[src/bwt_pkg.sv]
// Shared types and codes for the breakpoint and watchpoint table.
package bwt_pkg;

    localparam int ADDR_W_MAX = 24;

    localparam logic [2:0] OP_ADD_BP  = 3'd0;
    localparam logic [2:0] OP_ADD_WP  = 3'd1;
    localparam logic [2:0] OP_FIND_BP = 3'd2;
    localparam logic [2:0] OP_FIND_WP = 3'd3;
    localparam logic [2:0] OP_BP_ON   = 3'd4;
    localparam logic [2:0] OP_BP_OFF  = 3'd5;
    localparam logic [2:0] OP_WP_ON   = 3'd6;
    localparam logic [2:0] OP_WP_OFF  = 3'd7;

    localparam logic [2:0] ST_OK        = 3'd0;
    localparam logic [2:0] ST_FULL      = 3'd1;
    localparam logic [2:0] ST_PRESENT   = 3'd2;
    localparam logic [2:0] ST_NOT_FOUND = 3'd3;
    localparam logic [2:0] ST_IGNORED   = 3'd4;

    localparam logic [1:0] KIND_RW = 2'd3;

    typedef struct packed {
        logic accept;
        logic cmp;
        logic dec;
        logic rd;
        logic wr;
        logic clr;
    } t_cmd;

    typedef struct packed {
        logic [2:0]            status;
        logic [4:0]            idx;
        logic [ADDR_W_MAX-1:0] rep;
        logic                  upd_exec;
        logic                  upd_read;
        logic                  upd_write;
        logic                  on;
    } t_dec;

endpackage

[src/bwt_ctrl.sv]
// Controller state machine that sequences each request through the datapath.
module bwt_ctrl import bwt_pkg::*; (
    input  logic i_clk,
    input  logic i_rst_n,
    input  logic i_s_tvalid,
    input  logic i_m_tready,
    input  logic i_clr_done,
    output t_cmd o_cmd,
    output logic o_s_tready,
    output logic o_m_tvalid
);

    typedef enum logic [2:0] {S_CLEAR, S_IDLE, S_CMP, S_DEC, S_RD, S_WR} t_state;

    t_state r_state;
    logic   r_valid;

    always_comb begin
        o_cmd.accept = (r_state == S_IDLE) && i_s_tvalid;
        o_cmd.cmp    = (r_state == S_CMP);
        o_cmd.dec    = (r_state == S_DEC);
        o_cmd.rd     = (r_state == S_RD);
        o_cmd.wr     = (r_state == S_WR) && (!r_valid || i_m_tready);
        o_cmd.clr    = (r_state == S_CLEAR) && !i_clr_done;
    end

    assign o_s_tready = (r_state == S_IDLE);
    assign o_m_tvalid = r_valid;

    always_ff @(posedge i_clk) begin
        if (!i_rst_n) begin
            r_state <= S_CLEAR;
            r_valid <= 1'b0;
        end else begin
            if (o_cmd.wr) begin
                r_valid <= 1'b1;
            end else if (i_m_tready) begin
                r_valid <= 1'b0;
            end
            unique case (r_state)
                S_CLEAR: if (i_clr_done) r_state <= S_IDLE;
                S_IDLE:  if (i_s_tvalid) r_state <= S_CMP;
                S_CMP:   r_state <= S_DEC;
                S_DEC:   r_state <= S_RD;
                S_RD:    r_state <= S_WR;
                S_WR:    if (o_cmd.wr) r_state <= S_IDLE;
                default: r_state <= S_CLEAR;
            endcase
        end
    end

endmodule

[config.mk]
export PLATFORM = sky130hd
export DESIGN_NAME = bwt_ctrl
export DESIGN_NICKNAME = d
export VERILOG_FILES = /design/src/bwt_pkg.sv /design/src/bwt_ctrl.sv
export SDC_FILE = /design/constraint.sdc
export NUM_CORES = 1
export LEC_CHECK = 0
export BUFFER_PORTS_ARGS = -buffer_cell sky130_fd_sc_hd__buf_4
export CAP_MARGIN = 30
export CORE_AREA = 2 2 39 41
export DETAILED_ROUTE_END_ITERATION = 8
export DIE_AREA = 0 0 41 43
export GPL_ROUTABILITY_DRIVEN = 0
export PLACE_DENSITY_LB_ADDON = 0.2
export SETUP_SLACK_MARGIN = 0.05
export SLEW_MARGIN = 10
export SYNTH_ARGS = -nofsm -noshare
export SYNTH_HDL_FRONTEND = slang
export SYNTH_SLANG_ARGS = --single-unit
[constraint.sdc]
create_clock -name i_clk -period 1 [get_ports i_clk]
set_clock_uncertainty 0.15 [all_clocks]
set_input_delay 0.25 -clock i_clk [delete_from_list [all_inputs] [get_ports i_clk]]
set_output_delay 0.25 -clock i_clk [all_outputs]
set_load 0.05 [all_outputs]
Word level (Yosys, flattened, before mapping)
Cells that the tools add are included.
{"block": "word_totals", "ff_bits": 4, "latch_bits": 0, "ramBits": 0, "rom_bits": 0, "inputBits": 5, "output_inout_bits": 8, "word_cells": 25, "mem_count": 0}
{"block": "op_classes", "add_sub_neg": 0, "mul": 0, "div_mod_pow": 0, "n_lt_le_gt_ge": 0, "n_eq_ne": 8, "n_shift": 0, "mux": 6, "bitwise": 0, "reduce_logical": 9}
{"operator": "3-bit case mux with 6 select lines", "count": 1}
{"operator": "3-bit two-way mux", "count": 3}
{"operator": "3-bit by 2-bit == test with 1-bit output, second input constant", "count": 2}
{"operator": "3-bit == test, second input constant", "count": 2}
{"operator": "2-bit inequality test, second input constant", "count": 3}
{"operator": "3-bit by 1-bit == test with 1-bit output, second input constant", "count": 1}
{"operator": "1-bit logical AND", "count": 3}
{"operator": "3-bit logical NOT", "count": 1}
{"operator": "3-bit AND reduction", "count": 1}
{"operator": "1-bit logical NOT", "count": 2}
{"operator": "1-bit two-way mux", "count": 2}
{"operator": "2-bit nonzero test", "count": 1}
{"operator": "1-bit logical OR", "count": 1}

Depth between registers and ports, before layout
Gate-level depths: netlist (run 1).
{"block": "depth", "ltp_word": 5, "ltp_mapped": 4, "ltp_nobuf": 3}

Worst setup path after synthesis (run 1)
No wires, ideal clock.
{"block": "synth_timing", "path_kind": "reg2out", "startpoint": "register r_state[0]", "endpoint": "output o_cmd[0] in the netlist's numbering", "arrival_time_ns": 1.981, "required_time_ns": 0.600, "path_slack_ns": -1.381, "path_stages_with_launch": 3, "path_buffers": 1, "cell_sequence": "dfxtp_1 > buf_12 > nor4_1"}
{"element": "start, declared", "line_no": "bwt_ctrl.sv:15", "rtl": "t_state r_state;"}
{"element": "start signal, assigned", "line_no": "bwt_ctrl.sv:32", "rtl": "r_state <= S_CLEAR;"}
{"element": "start signal, assigned", "line_no": "bwt_ctrl.sv:41", "rtl": "S_CLEAR: if (i_clr_done) r_state <= S_IDLE;"}
{"element": "start signal, assigned", "line_no": "bwt_ctrl.sv:42", "rtl": "S_IDLE: if (i_s_tvalid) r_state <= S_CMP;"}
{"element": "end, declared", "line_no": "bwt_ctrl.sv:8", "rtl": "output t_cmd o_cmd,"}

==> reports/results.tsv, run 1 <==
stage	metric	value	unit
status	status	finished, violations left	
status	violations	setup timing	
setup_path	cp_slowest_cell	dfxtp_4	
sta	hold_violations	0	
global_route	antenna_found_initial	0	
sta	drv_slew	0	
place	dpl.hpwl	491	um
clock_network	clk_path_buf_depth	2	
floorplanning	die_w	41	um
global_route	grt_pass1_wl	1170	um
power_and_ir_drop	power.density	1150	mW/mm2
layout	mostFrequentLayoutCells	buf_4 (11), buf_6 (6), buf_8 (4)	
worst_hold_path	min_path_type	in -> reg	
layout	areaGrowthSynthToFinish	117	%
setup_path	r2r_setup_slack	-0.08	ns
layout	n_antenna_cell	0	
layout	layout.nets	56	
run	cap_violations	0	
clock_network	cts_sinks	4	
worst_hold_path	hold_depth	2	
clock_network	numCtsBuffers	3	
sta	slew_headroom	0.863	
place	placed_cells	58	
routing	vias	282	
clock_network	htree_levels	1	
clock_network	clock_latency	0.23	ns
synthesis	synth_edf_count	0	
sta	rsz0062_at_grt	true	
floorplanning	coreArea	0.00138	mm2
setup_path	reg2reg_to	r_state[1]$_SDFFE_PN0P_	
floorplanning	ios	13	
synthesis	avgSynthCellArea	9.22	um2
clock_network	cts_tree	done	
place	pre_cts_slack	-0.359	ns
routing	ant_nets	0	
sta	worst_slack	-0.522	ns
sta	fin_tns_setup	-3.72	ns
synthesis	yosysSeqAreaShare	0.322	
routing	drtIter0Drc	0	
sta	fin_crit	1.52	ns
setup_path	critPathKind	reg -> out	
synthesis	synth-main-ff-cell	dfxtp_1	
sta	finalSetupViolCount	12	
setup_path	crit_chain	nor3b_4 -> and2_4 -> buf_8	
global_route	grt_max_degree	11	
synthesis	syn_nets	32	
setup_path	crit-reg2reg-launch	r_state[1]$_SDFFE_PN0P_	
sta	fmaxAchievable	657	MHz
clock_network	clk_pin_slew	0.04	ns
clock_network	cts_root_buf	clkbuf_4	
setup_path	crit_buf_inv	1	
synthesis	yosysWarnings	0	
synthesis	postSynthCellCount	27	
layout	instances_no_fill	65	
synthesis	synth_area_leaders	dfxtp_1 (32%), buf_12 (8.0%), nor2b_1 (7.5%), a21boi_1 (6.0%), and2_1 (5.0%)	
sta	period_share	1.52	
worst_hold_path	hp-start	i_rst_n	
synthesis	synth_top_area_share	0.322	
floorplanning	die_area	0.00176	mm2
global_route	grt_pass1_vias	299	
routing	routed_wl	751	um
setup_path	r2r_cells	4	
setup_path	end_kind	primary output	
power_and_ir_drop	vdd_drop_max	0.571	mV
place	io_buffers	12	
power_and_ir_drop	leakage	0.233	nW
synthesis	netlist_area	249	um2
synthesis	synth-seq-cells	4	
routing	vias_per_cell	4.34	
synthesis	synthArstFlopShare	0	
sta	tightest_slew	0.204	ns
routing	drt_first_pass_iters	1	
worst_hold_path	hold_path_end	r_state[2]$_SDFFE_PN0P_	
setup_path	cp_data_required_time	0.60	ns
synthesis	synth_top_area_cell	dfxtp_1	
setup_path	cp-start-kind	register	
global_route	grt_overflow	0	
floorplanning	die-height	43	um
power_and_ir_drop	total_power	0.620	mW
routing	drc_errors	0	
floorplanning	start_util	0.180	
synthesis	synthDistinctLibCells	18	
setup_path	cp.arrival	1.12	ns
setup_path	path_delay_family	flip-flops	
layout	layout_commonest_cell	buf_4	
layout	fin_util	0.391	
setup_path	max_stage_delay	0.38	ns
global_route	track_usage	0.105	
routing	wire_per_inst	11.6	um
floorplanning	rows	14	
setup_path	crit_fanout	7	
layout	drive_gt1_frac	0.776	
-- cell families (layout without fill, tap and decap cells) --
kind of cell,count (synthesis),after routing,synth area share
flip-flops,4,4,0.322
AND/OR/NAND/NOR,14,14,0.377
AO/OA/AOI/OAI,6,6,0.161
multiplexers,1,1,0.0402
buffers and inverters,2,24,0.100
-- synth_stat cells (2+ instances only) --
master / instances
a21boi_1: 2
nor2b_1: 3
dfxtp_1: 4
nand2b_1: 2
and2_1: 2
nor2_1: 2
-- per-layer routing --
layer  global-route usage  part of all wire
met4                0.100                 0
met3               0.0366             0.061
met2                0.169              0.57
met1               0.0927              0.36
met5                    0                 0
-- sequential cells by signal, summed over array words and instances, names as in the netlist --
signal and count:
r_state 3, o_m_tvalid 1
-- area by class of cell --
type                            instances  area [um2]
Multi-Input combinational cell         21         195
Timing Repair Buffer                   21         210
Sequential cell                         4        92.6
Fill cell                             146         843
Tap cell                               16        20.0
Clock buffer                            3        22.5
-- worst max-delay path by stage --
stage,from,depth (start not counted),endpoint
after floorplan,r_state[0]$_SDFFE_PN0P_,3,o_cmd[5]
after global placement,r_state[1]$_SDFFE_PN0P_,3,o_cmd[1]
after detailed placement,r_state[0]$_SDFFE_PN0P_,3,o_cmd[5]
after CTS,r_state[1]$_SDFFE_PN0P_,3,o_cmd[1]
after global routing,r_state[0]$_SDFFE_PN0P_,3,o_cmd[5]
final,r_state[0]$_SDFFE_PN0P_,3,o_cmd[5]
-- power breakdown --
part	leakage, nW	internal (mW)	switching [mW]	total (mW)
combinational	0.184	0.123	0.111	0.234
sequential	0.0353	0.168	0.0212	0.189
clock	0.0138	0.134	0.0629	0.197
-- through the flow --
| step | cell area (um2) | hold slack [ns] |
|---|---|---|
| 2_1_floorplan | 294 | 0.218 |
| 3_3_place_gp | 410 | 0.345 |
| 3_5_place_dp | 410 | 0.340 |
| 4_1_cts | 504 | 0.0947 |
| 5_1_grt | 541 | 0.0976 |
| 6_report | 541 | 0.103 |
-- what timing repair did --
action,in CTS,in global routing
hold buffers,0,0
pin swaps,5,4
endpoints found under the setup margin,12,12
gates resized for setup,14,10
hold endpoints to repair,0,0
buffers inserted,3,1
(Power assumes the default switching activity.)
==> run 2: changes to the inputs <==
Settings changed: TNS_END_PERCENT from default to 1.
==> reports/results.tsv, run 2 (same netlist as run 1, synthesis figures left out) <==
stage	metric	value	unit
status	status	finished, violations left	
status	violations	setup timing	
setup_path	crit_fanout	9	
floorplanning	rows	14	
floorplanning	die-height	43	um
global_route	grt_overflow	0	
power_and_ir_drop	total_power	0.576	mW
routing	drtIter0Drc	1	
clock_network	clk_path_buf_depth	2	
clock_network	cts_sinks	4	
layout	layout_commonest_cell	buf_4	
floorplanning	coreArea	0.00138	mm2
setup_path	cp-start-kind	register	
clock_network	cts_tree	done	
routing	wire_per_inst	10.7	um
setup_path	reg2reg_to	r_state[2]$_SDFFE_PN0P_	
setup_path	r2r_setup_slack	-0.09	ns
routing	drt_first_pass_iters	2	
setup_path	r2r_cells	4	
floorplanning	ios	13	
place	io_buffers	12	
routing	drc_errors	0	
setup_path	cp.arrival	1.14	ns
layout	largest-register	r_state	
clock_network	hold_buffers	0	
global_route	grt_pass1_vias	223	
layout	areaGrowthSynthToFinish	92.5	%
layout	layout.nets	53	
layout	fin_area	479	um2
place	dpl.hpwl	464	um
floorplanning	die_w	41	um
routing	ant_nets	0	
worst_hold_path	min_path_type	in -> reg	
global_route	antenna_found_initial	0	
routing	vias	250	
floorplanning	die_area	0.00176	mm2
sta	rsz0062_at_grt	true	
clock_network	clk_pin_slew	0.04	ns
power_and_ir_drop	power.density	1200	mW/mm2
layout	drive_gt1_frac	0.674	
setup_path	startpoint	r_state[1]$_SDFFE_PN0P_	
clock_network	postCtsSetupRepairBufs	0	
sta	hold_violations	0	
sta	worst_slack	-0.536	ns
sta	finalSetupViolCount	11	
layout	mostFrequentLayoutCells	buf_4 (11), buf_6 (5), clkbuf_4 (3), dfxtp_4 (3)	
sta	fin_crit	1.54	ns
routing	routed_wl	663	um
sta	period_share	1.54	
sta	fmaxAchievable	651	MHz
sta	tightest_slew	0.204	ns
routing	vias_per_cell	4.03	
clock_network	clock_latency	0.23	ns
clock_network	htree_levels	1	
setup_path	critPathKind	reg -> out	
clock_network	cts_root_buf	clkbuf_4	
clock_network	numCtsBuffers	3	
global_route	grt_pass1_wl	931	um
place	dpl_cell_area	407	um2
setup_path	cp_data_required_time	0.60	ns
setup_path	endpoint	o_cmd[1]	
sta	slew_headroom	0.863	
sta	drv_slew	0	
setup_path	crit-reg2reg-launch	r_state[1]$_SDFFE_PN0P_	
place	pre_cts_slack	-0.391	ns
power_and_ir_drop	vdd_drop_max	0.444	mV
layout	n_antenna_cell	0	
global_route	grt_max_degree	10	
run	cap_violations	0	
global_route	track_usage	0.0822	
power_and_ir_drop	leakage	0.205	nW
floorplanning	start_util	0.180	
layout	largest_register_ffs	3	
setup_path	end_kind	primary output	
-- run 2: cell count changes in the layout (fill, tap and decap cells not counted), sizes merged --
cell,delta
buf,-3
-- run 2: stage by stage --
stage	setup TNS (ns)	instances	hold slack, ns	util
finish	-3.63	62	0.111	0.346
global route	-4.19	62	0.113	0.346
CTS	-3.73	62	0.105	0.337
detailed placement	-2.95	59	0.348	0.294
global placement	-2.75	59	0.334	0.294
floorplan	-3.87	27	0.218	-
-- run 2: final cells by class --
class,instances,area (um2)
fill,142,905
sequential,4,92.6
multi-input combinational,21,175
tap,16,20.0
timing repair buffer,18,169
clock buffer,3,22.5
-- run 2: report_power, final --
group,leakage (nW),total [mW],switching (mW),internal (mW)
clock,0.0138,0.191,0.0576,0.134
sequential,0.0353,0.189,0.0214,0.168
combinational,0.156,0.196,0.100,0.0955
-- run 2: layer usage --
| metal | share of wire | track usage |
|---|---|---|
| met3 | 0.065 | 0.0157 |
| met5 | 0 | 0 |
| met1 | 0.40 | 0.0990 |
| met2 | 0.53 | 0.113 |
| met4 | 0 | 0.0800 |
-- run 2: worst min path at each step --
stage	start	slack, ns	cells past startpoint	endpoint
5_1_grt	i_rst_n	0.11	2	r_state[2]$_SDFFE_PN0P_
3_5_place_dp	i_rst_n	0.35	2	r_state[2]$_SDFFE_PN0P_
3_3_place_gp	i_rst_n	0.33	2	r_state[2]$_SDFFE_PN0P_
4_1_cts	i_rst_n	0.11	2	r_state[2]$_SDFFE_PN0P_
2_1_floorplan	i_rst_n	0.22	1	r_state[2]$_SDFFE_PN0P_
6_report	i_rst_n	0.11	2	r_state[2]$_SDFFE_PN0P_
-- run 2: critical path, stage by stage, from the launching register on --
cell      delay [ns]
dfxtp_4         0.37
nand3b_1        0.20
nor2b_2         0.16
buf_6           0.17
-- run 2: repair_timing --
item,CTS,global route
pin swaps,2,0
endpoints found under the setup margin,12,12
resized for setup,13,4
