[src/bwt_pkg.sv]
// Shared types and codes for the breakpoint and watchpoint table.
package bwt_pkg;

    localparam int ADDR_W_MAX = 24;

    localparam logic [2:0] OP_ADD_BP  = 3'd0;
    localparam logic [2:0] OP_ADD_WP  = 3'd1;
    localparam logic [2:0] OP_FIND_BP = 3'd2;
    localparam logic [2:0] OP_FIND_WP = 3'd3;
    localparam logic [2:0] OP_BP_ON   = 3'd4;
    localparam logic [2:0] OP_BP_OFF  = 3'd5;
    localparam logic [2:0] OP_WP_ON   = 3'd6;
    localparam logic [2:0] OP_WP_OFF  = 3'd7;

    localparam logic [2:0] ST_OK        = 3'd0;
    localparam logic [2:0] ST_FULL      = 3'd1;
    localparam logic [2:0] ST_PRESENT   = 3'd2;
    localparam logic [2:0] ST_NOT_FOUND = 3'd3;
    localparam logic [2:0] ST_IGNORED   = 3'd4;

    localparam logic [1:0] KIND_RW = 2'd3;

    typedef struct packed {
        logic accept;
        logic cmp;
        logic dec;
        logic rd;
        logic wr;
        logic clr;
    } t_cmd;

    typedef struct packed {
        logic [2:0]            status;
        logic [4:0]            idx;
        logic [ADDR_W_MAX-1:0] rep;
        logic                  upd_exec;
        logic                  upd_read;
        logic                  upd_write;
        logic                  on;
    } t_dec;

endpackage

[src/bwt_table.sv]
// Breakpoint and watchpoint tables with the search and the decision logic.
module bwt_table import bwt_pkg::*; #(
    parameter int TABLE_ENTRIES = 32,
    parameter int ADDRESS_BITS  = 20
) (
    input  logic        i_clk,
    input  logic        i_rst_n,
    input  t_cmd        i_cmd,
    input  logic [2:0]  i_op,
    input  logic [19:0] i_address,
    input  logic [1:0]  i_watch_kind,
    input  logic [5:0]  i_slot,
    output t_dec        o_dec
);

    localparam int N  = TABLE_ENTRIES;
    localparam int IW = (N > 1) ? $clog2(N) : 1;
    localparam int CW = $clog2(N + 1);

    logic [2:0]              r_op;
    logic [ADDRESS_BITS-1:0] r_addr;
    logic [1:0]              r_kind;
    logic [5:0]              r_slot;

    logic [ADDRESS_BITS-1:0] r_bp_addr [N];
    logic [N-1:0]            r_bp_act;
    logic [CW-1:0]           r_bp_cnt;
    logic [ADDRESS_BITS-1:0] r_wp_addr [N];
    logic [1:0]              r_wp_kind [N];
    logic [N-1:0]            r_wp_act;
    logic [CW-1:0]           r_wp_cnt;

    logic [N-1:0]            r_bp_hit;
    logic [N-1:0]            r_wp_hit;
    logic [ADDRESS_BITS-1:0] r_sl_bp_addr;
    logic [ADDRESS_BITS-1:0] r_sl_wp_addr;
    logic [1:0]              r_sl_kind;
    t_dec                    r_dec;
    t_dec                    n_dec;

    logic [IW-1:0] slot_idx;
    logic [IW-1:0] bp_idx;
    logic [IW-1:0] wp_idx;
    logic [1:0]    need;
    logic          bp_slot_ok;
    logic          wp_slot_ok;

    assign slot_idx   = IW'(r_slot[4:0]);
    assign need       = (r_op == OP_ADD_WP) ? KIND_RW : r_kind;
    assign bp_slot_ok = int'(r_slot[4:0]) < int'(r_bp_cnt);
    assign wp_slot_ok = int'(r_slot[4:0]) < int'(r_wp_cnt);
    assign o_dec      = r_dec;

    always_comb begin
        bp_idx = '0;
        wp_idx = '0;
        for (int i = 0; i < N; i++) begin
            if (r_bp_hit[i]) bp_idx = IW'(i);
            if (r_wp_hit[i]) wp_idx = IW'(i);
        end
    end

    always_comb begin
        n_dec           = '0;
        n_dec.rep       = ADDR_W_MAX'(r_addr);
        unique case (r_op)
            OP_ADD_BP: begin
                if (int'(r_bp_cnt) >= N) begin
                    n_dec.status = ST_FULL;
                end else if (|r_bp_hit) begin
                    n_dec.status = ST_PRESENT;
                end else begin
                    n_dec.idx      = 5'(r_bp_cnt);
                    n_dec.upd_exec = 1'b1;
                    n_dec.on       = 1'b1;
                end
            end
            OP_ADD_WP: begin
                if (int'(r_wp_cnt) >= N) begin
                    n_dec.status = ST_FULL;
                end else if (|r_wp_hit) begin
                    n_dec.status = ST_PRESENT;
                end else begin
                    n_dec.idx       = 5'(r_wp_cnt);
                    n_dec.upd_read  = r_kind[0];
                    n_dec.upd_write = r_kind[1];
                    n_dec.on        = 1'b1;
                end
            end
            OP_FIND_BP: begin
                if (|r_bp_hit) n_dec.idx = 5'(bp_idx);
                else n_dec.status = ST_NOT_FOUND;
            end
            OP_FIND_WP: begin
                if (|r_wp_hit) n_dec.idx = 5'(wp_idx);
                else n_dec.status = ST_NOT_FOUND;
            end
            OP_BP_ON, OP_BP_OFF: begin
                if (r_slot[5]) begin
                    n_dec.status = ST_IGNORED;
                end else if (!bp_slot_ok) begin
                    n_dec.status = ST_NOT_FOUND;
                end else begin
                    n_dec.idx      = r_slot[4:0];
                    n_dec.rep      = ADDR_W_MAX'(r_sl_bp_addr);
                    n_dec.upd_exec = 1'b1;
                    n_dec.on       = (r_op == OP_BP_ON);
                end
            end
            OP_WP_ON, OP_WP_OFF: begin
                if (r_slot[5]) begin
                    n_dec.status = ST_IGNORED;
                end else if (!wp_slot_ok) begin
                    n_dec.status = ST_NOT_FOUND;
                end else begin
                    n_dec.idx       = r_slot[4:0];
                    n_dec.rep       = ADDR_W_MAX'(r_sl_wp_addr);
                    n_dec.upd_read  = r_sl_kind[0];
                    n_dec.upd_write = r_sl_kind[1];
                    n_dec.on        = (r_op == OP_WP_ON);
                end
            end
            default: n_dec.status = ST_IGNORED;
        endcase
    end

    always_ff @(posedge i_clk) begin
        if (i_cmd.accept) begin
            r_op   <= i_op;
            r_addr <= ADDRESS_BITS'(i_address);
            r_kind <= i_watch_kind;
            r_slot <= i_slot;
        end
        if (i_cmd.cmp) begin
            for (int i = 0; i < N; i++) begin
                r_bp_hit[i] <= r_bp_act[i] && (r_bp_addr[i] == r_addr);
                r_wp_hit[i] <= r_wp_act[i] && (r_wp_addr[i] == r_addr)
                               && ((r_wp_kind[i] & need) == need);
            end
            r_sl_bp_addr <= r_bp_addr[slot_idx];
            r_sl_wp_addr <= r_wp_addr[slot_idx];
            r_sl_kind    <= r_wp_kind[slot_idx];
        end
        if (i_cmd.dec) begin
            r_dec <= n_dec;
        end
        if (i_cmd.wr && (r_dec.status == ST_OK)) begin
            if (r_op == OP_ADD_BP) begin
                r_bp_addr[IW'(r_bp_cnt)] <= r_addr;
            end
            if (r_op == OP_ADD_WP) begin
                r_wp_addr[IW'(r_wp_cnt)] <= r_addr;
                r_wp_kind[IW'(r_wp_cnt)] <= r_kind;
            end
        end
    end

    always_ff @(posedge i_clk) begin
        if (!i_rst_n) begin
            r_bp_act <= '0;
            r_wp_act <= '0;
            r_bp_cnt <= '0;
            r_wp_cnt <= '0;
        end else if (i_cmd.wr && (r_dec.status == ST_OK)) begin
            case (r_op)
                OP_ADD_BP: begin
                    r_bp_act[IW'(r_bp_cnt)] <= 1'b1;
                    r_bp_cnt <= r_bp_cnt + 1'b1;
                end
                OP_ADD_WP: begin
                    r_wp_act[IW'(r_wp_cnt)] <= 1'b1;
                    r_wp_cnt <= r_wp_cnt + 1'b1;
                end
                OP_BP_ON, OP_BP_OFF: r_bp_act[slot_idx] <= r_dec.on;
                OP_WP_ON, OP_WP_OFF: r_wp_act[slot_idx] <= r_dec.on;
                default: ;
            endcase
        end
    end

endmodule

[config.mk]
export PLATFORM = sky130hd
export DESIGN_NAME = bwt_table
export DESIGN_NICKNAME = d
export VERILOG_FILES = /design/src/bwt_pkg.sv /design/src/bwt_table.sv
export SDC_FILE = /design/constraint.sdc
export NUM_CORES = 2
export LEC_CHECK = 0
export ABC_AREA = 1
export BUFFER_PORTS_ARGS = -buffer_cell sky130_fd_sc_hd__buf_2
export CORE_ASPECT_RATIO = 1.4
export CORE_MARGIN = 2
export CORE_UTILIZATION = 35
export CTS_CLUSTER_SIZE = 25
export DETAILED_ROUTE_END_ITERATION = 10
export GPL_ROUTABILITY_DRIVEN = 0
export PLACE_DENSITY_LB_ADDON = 0.05
export REMOVE_ABC_BUFFERS = 1
export SLEW_MARGIN = 40
export SYNTH_ARGS = -nofsm -noshare
export SYNTH_HDL_FRONTEND = slang
export SYNTH_SLANG_ARGS = --single-unit
[constraint.sdc]
create_clock -name i_clk -period 7.7 [get_ports i_clk]
set_input_delay 0.77 -clock i_clk [delete_from_list [all_inputs] [get_ports i_clk]]
set_output_delay 0.77 -clock i_clk [all_outputs]
set_load 0.03 [all_outputs]
* After elaboration in Yosys (flattened, before gate mapping)
Memory sizes are Yosys's and may differ from the RTL's. A register that Yosys moved wholly into a read port is not among the register bits. Index checks and enable logic that the tools add are counted. W data, S select, Z words.
Cells by class: bitwise operators 34, eq/ne operators 103, reductions and logical operators 112, order comparisons 10, add/subtract/negate cells 2, muxes and demuxes 112
Operator list (count):
- $eq A20 B20 Y1 | 64
- $mux W5 | 66
- $pmux W32 S2 | 2
- $logic_and A1 B1 Y1 | 100
- $and A2 B2 Y2 | 32
- $bwmux W32 | 2
- $eq A2 B2 Y1 | 32
- $or A32 B32 Y32 | 2
- $reduce_or A32 Y1 | 2
- $mux W30 | 2
- $mux W29 | 2
- $pmux W24 S2 | 1
- $pmux W8 S6 | 1
- $lt A5 B6 Y1 const B | 3
- $mux W2 | 9
- $mux W3 | 6
- $demux W1 S5 | 3
- $ge A5 B1 Y1 const B | 3
- $mux W1 | 15
- $add A6 B1 Y6 const B | 2
- $eq A3 B3 Y1 const B | 4
- $ge A6 B6 Y1 const B | 2
- $lt A5 B6 Y1 | 2
- $reduce_and A2 Y1 | 4
- other kinds (8) | 12
Word-level totals: output and inout port bits 36, memory bits (writable) 1344, bits of input ports 39, memories 3, register bits 207
Memories:
- r_bp_addr | depth 32, width 20, rd ports 33, clocked after Yosys merged registers in 1, wr ports 1, RTL line bwt_table.sv:25 | logic [ADDRESS_BITS-1:0] r_bp_addr [N];
- r_wp_addr | depth 32, width 20, rd ports 33, clocked after Yosys merged registers in 1, wr ports 1, RTL line bwt_table.sv:28 | logic [ADDRESS_BITS-1:0] r_wp_addr [N];
- r_wp_kind | depth 32, width 2, rd ports 33, clocked after Yosys merged registers in 1, wr ports 1, RTL line bwt_table.sv:29 | logic [1:0] r_wp_kind [N];

* Depth between registers and ports, before layout
depth after elaboration 33, mapped depth 33, gate-level depth less buffers 33

* Worst setup path after synthesis
OpenSTA, ideal clock, no wires.
kind input to register, start point input i_cmd[1] (netlist name), end point memory r_wp_addr[17][0] (enable), path buffers 3, cell stages on the path 8, data arrival time 3.151 ns, slack 4.118 ns, cell sequence and2_1 -> buf_2 -> inv_1 -> nor2_1 -> inv_1 -> buf_2 -> buf_2 -> nor3_1
On the way: longest elaborated chain between the ends 3
Ends and longest elaborated chain:
- start: declaration | RTL line bwt_table.sv:8 | input t_cmd i_cmd,
- $logic_and A1 B1 Y1 | RTL line bwt_table.sv:147 | if (i_cmd.wr && (r_dec.status == ST_OK)) begin
- $mux W1 | RTL line bwt_table.sv:147
- $mux W1 (not written as such) | RTL line bwt_table.sv:152 | r_wp_addr[IW'(r_wp_cnt)] <= r_addr;
- end: declaration | RTL line bwt_table.sv:28
No other way between the ends.

==> run metrics <==
status=completed; Max IR drop VDD=0.000192 V; CP delay by family, top=buffers and inverters; die area=221000 um2; synthesized instance count=6555; number of synthesis warnings=0; Area Overhead vs Synth=13.7%; DRC violations left=0; vias in the first global route=57600; number of gates resized after cts=0; Crit Path Category=flip-flop to flip-flop; skew final=0.0495 ns; Final ANT Viol Nets=0; fin crit share=0.547; Clk pin slew, worst setup/hold paths=0.07 ns; Pins Over Slew Limit=0; antenna violations before repair=16; post-DP HPWL=249000 um; Critical Path RT=8.42 ns; CTS Hold Bufs=0; Post-CTS Setup Inserts=0; Bufs and invs on worst path=3; synthesis-stage register bit count=1589; Crit path top cell by count=buf_4; Reg-to-Reg Start=r_slot[1]$_DFFE_PP_; clock sink count=1589; Bufs on Longest Clock Path=4; crit path max fanout=54; P per Cell Area=244 nW/um2; # H-tree levels=4; input/output buffers=68; Design Area, Final=86300 um2; Placement Cell Area=80500 um2; I/O pin cnt=75; largest net degree at the start of global routing=94; fraction of registers with async set/reset=0; Max Clock Freq=237 MHz; Avg Inst Size Synth=11.6 um2; Yosys cell types=55; root buf cell=clkbuf_16; Crit-path slowest cell=a21oi_1; sequential share of the synthesized area=0.619; CP startpoint kind=flip-flop; CP arrival=4.93 ns; via count=60500; Post-layout nets=6634; TritonCTS clock tree=built; max_cap viols=0; Final Setup Violations=0; Final Hold Viols=0; layout cells sized above 1=0.106; initial core utilization=0.352; element type at the critical path end=flip-flop; total track usage=0.323; GR Overflow Total=0; DR WL/cell=38.3 um; WHS=0.0898 ns; Final Critical Period=4.21 ns; Post-synth EDFFs=1513; Synth Cell Area=75900 um2; vias per cell=6.32; Slowest Stage Delay on Critical Path=0.78 ns; hold crit path type=primary input to flip-flop; Relative slew margins=0.300; Clk Latency, worst-skew pair=0.86 ns; Worst setup startpoint=r_slot[1]$_DFFE_PP_; Hold Startpoint=i_address[6]; worst slew pin tran=1.04 ns; die width=398 um; CP Cell Sequence=nor2_4 > buf_4 > buf_4 > buf_4 > a22oi_1 > a21oi_1 > a2111oi_0 > nand2_1; leakage power=28.3 nW; drt pass-1 iters=6; Cell Rows=202; core box area=216000 um2; prevailing post-synth register cell=edfxtp_1; final wirelength=367000 um; initial DRC count=8761; die height=555 um; RSZ-0062 raised after global routing=no; first-pass GRT wire length=493000 um; cts bufs inserted=178
path summary, 6_finish.rpt:
kind / to / slack (ns) / cells past startpoint
hold / removal: r_addr[6]$_DFFE_PP_ / 0.09 / 1
setup / recovery: r_sl_kind[1]$_DFFE_PP_ / 3.49 / 8
hold reg to reg: r_bp_cnt[5]$_SDFFE_PN0P_ / 0.52 / 1
setup reg to reg: r_sl_kind[1]$_DFFE_PP_ / 3.49 / 8
final cells by class:
cell class              instances  area [um2]
fillers                     20800      130000
inverters                     619        2380
well taps                    2856        3570
clock inverters                79         890
clock buffers                 232        4820
flip-flops and latches       1589       47000
diodes                         12        30.0
repair buffers                314        2470
multi-input cells            3877       25100
cells by family (layout without fill, tap and decap cells):
logic type,Yosys count,after routing,share of synthesized area
buffers and inverters,1092,1244,0.0567
XOR/XNOR,487,487,0.0562
flip-flops,1589,1589,0.619
other,1,16,0.0000494
AND/OR/NAND/NOR,1254,1254,0.0766
AO/OA/AOI/OAI,2116,2116,0.189
adder cells (fa/ha/maj),16,16,0.00264
Yosys cell counts, types with 6 or more instances:
cell type	n	area (um2)
edfxtp_1	1513	45400
inv_1	590	2210
o22ai_1	508	3180
nand2_1	483	1810
a22oi_1	463	3480
o21ai_0	321	1610
xnor2_1	303	2650
a21oi_1	236	1180
nor2_1	228	856
clkbuf_1	213	800
a221oi_1	188	1650
xor2_1	184	1610
nand3_1	167	836
nor4_1	165	1030
buf_2	151	756
o221ai_1	115	1010
buf_1	105	394
nor3_1	92	460
a211oi_1	91	683
dfxtp_1	76	1520
nand4_1	69	432
a22o_1	36	315
o2111ai_1	34	298
a31oi_1	31	194
a2111oi_0	26	228
o211ai_1	24	180
o21bai_1	19	143
inv_2	18	67.6
or2_2	18	113
ha_1	16	200
or4_1	15	113
clkinv_1	11	41.3
a2111o_1	6	67.6
placed cells by master (no fill, tap or decap), drive strengths merged, types with 188 or more instances in the layout:
| cell | netlist | routed |
|---|---|---|
| a21oi | 236 | 236 |
| a221oi | 188 | 188 |
| a22oi | 463 | 463 |
| buf | 260 | 314 |
| clkbuf | 213 | 232 |
| edfxtp | 1513 | 1513 |
| inv | 608 | 605 |
| nand2 | 485 | 485 |
| nor2 | 228 | 228 |
| o21ai | 323 | 323 |
| o22ai | 508 | 508 |
| xnor2 | 303 | 303 |
routing by layer:
metal | share of wire | GRT usage | up-vias | routed length [um]
met4 | 0.080 | 0.215 | 2 | 29400
met1 | 0.37 | 0.396 | 30800 | 137000
met5 | 0.000022 | 0 | - | 8
met2 | 0.47 | 0.530 | 3558 | 174000
li1 | - | - | 25300 | -
met3 | 0.073 | 0.0452 | 850 | 26900
registers in the layout (all words and copies together) (netlist names):
signal and cells:
r_addr 20, r_bp_act 32, r_sl_kind 2, r_bp_cnt 6
r_wp_act 32, r_op 3, r_wp_addr 640, o_dec 32
r_bp_hit 32, r_sl_wp_addr 20, r_sl_bp_addr 20, r_wp_kind 64
r_kind 2, r_wp_cnt 6, r_wp_hit 32, r_bp_addr 640
r_slot 6
through the flow:
stage | worst slack (ns) | power [mW] | TNS [ns] | cells | utilization
2_1_floorplan | -6.46 | 11.1 | -387.52 | 6085 | -
3_3_place_gp | 3.47 | 12.4 | 0 | 9250 | 0.372
3_5_place_dp | 3.55 | 12.4 | 0 | 9253 | 0.373
4_1_cts | 3.55 | 21.1 | 0 | 9564 | 0.399
5_1_grt | 3.43 | 21.5 | 0 | 9571 | 0.400
6_report | 3.49 | 21.0 | 0 | 9578 | 0.400
power by group:
group	total, mW	switching [mW]	internal, mW	leakage [nW]
Clock	8.75	3.71	5.04	2.79
Combinational	2.60	2.01	0.589	11.2
Sequential	9.69	0.0769	9.61	14.4
Total	21.0	5.80	15.2	28.3
(Power assumes the default switching activity.)
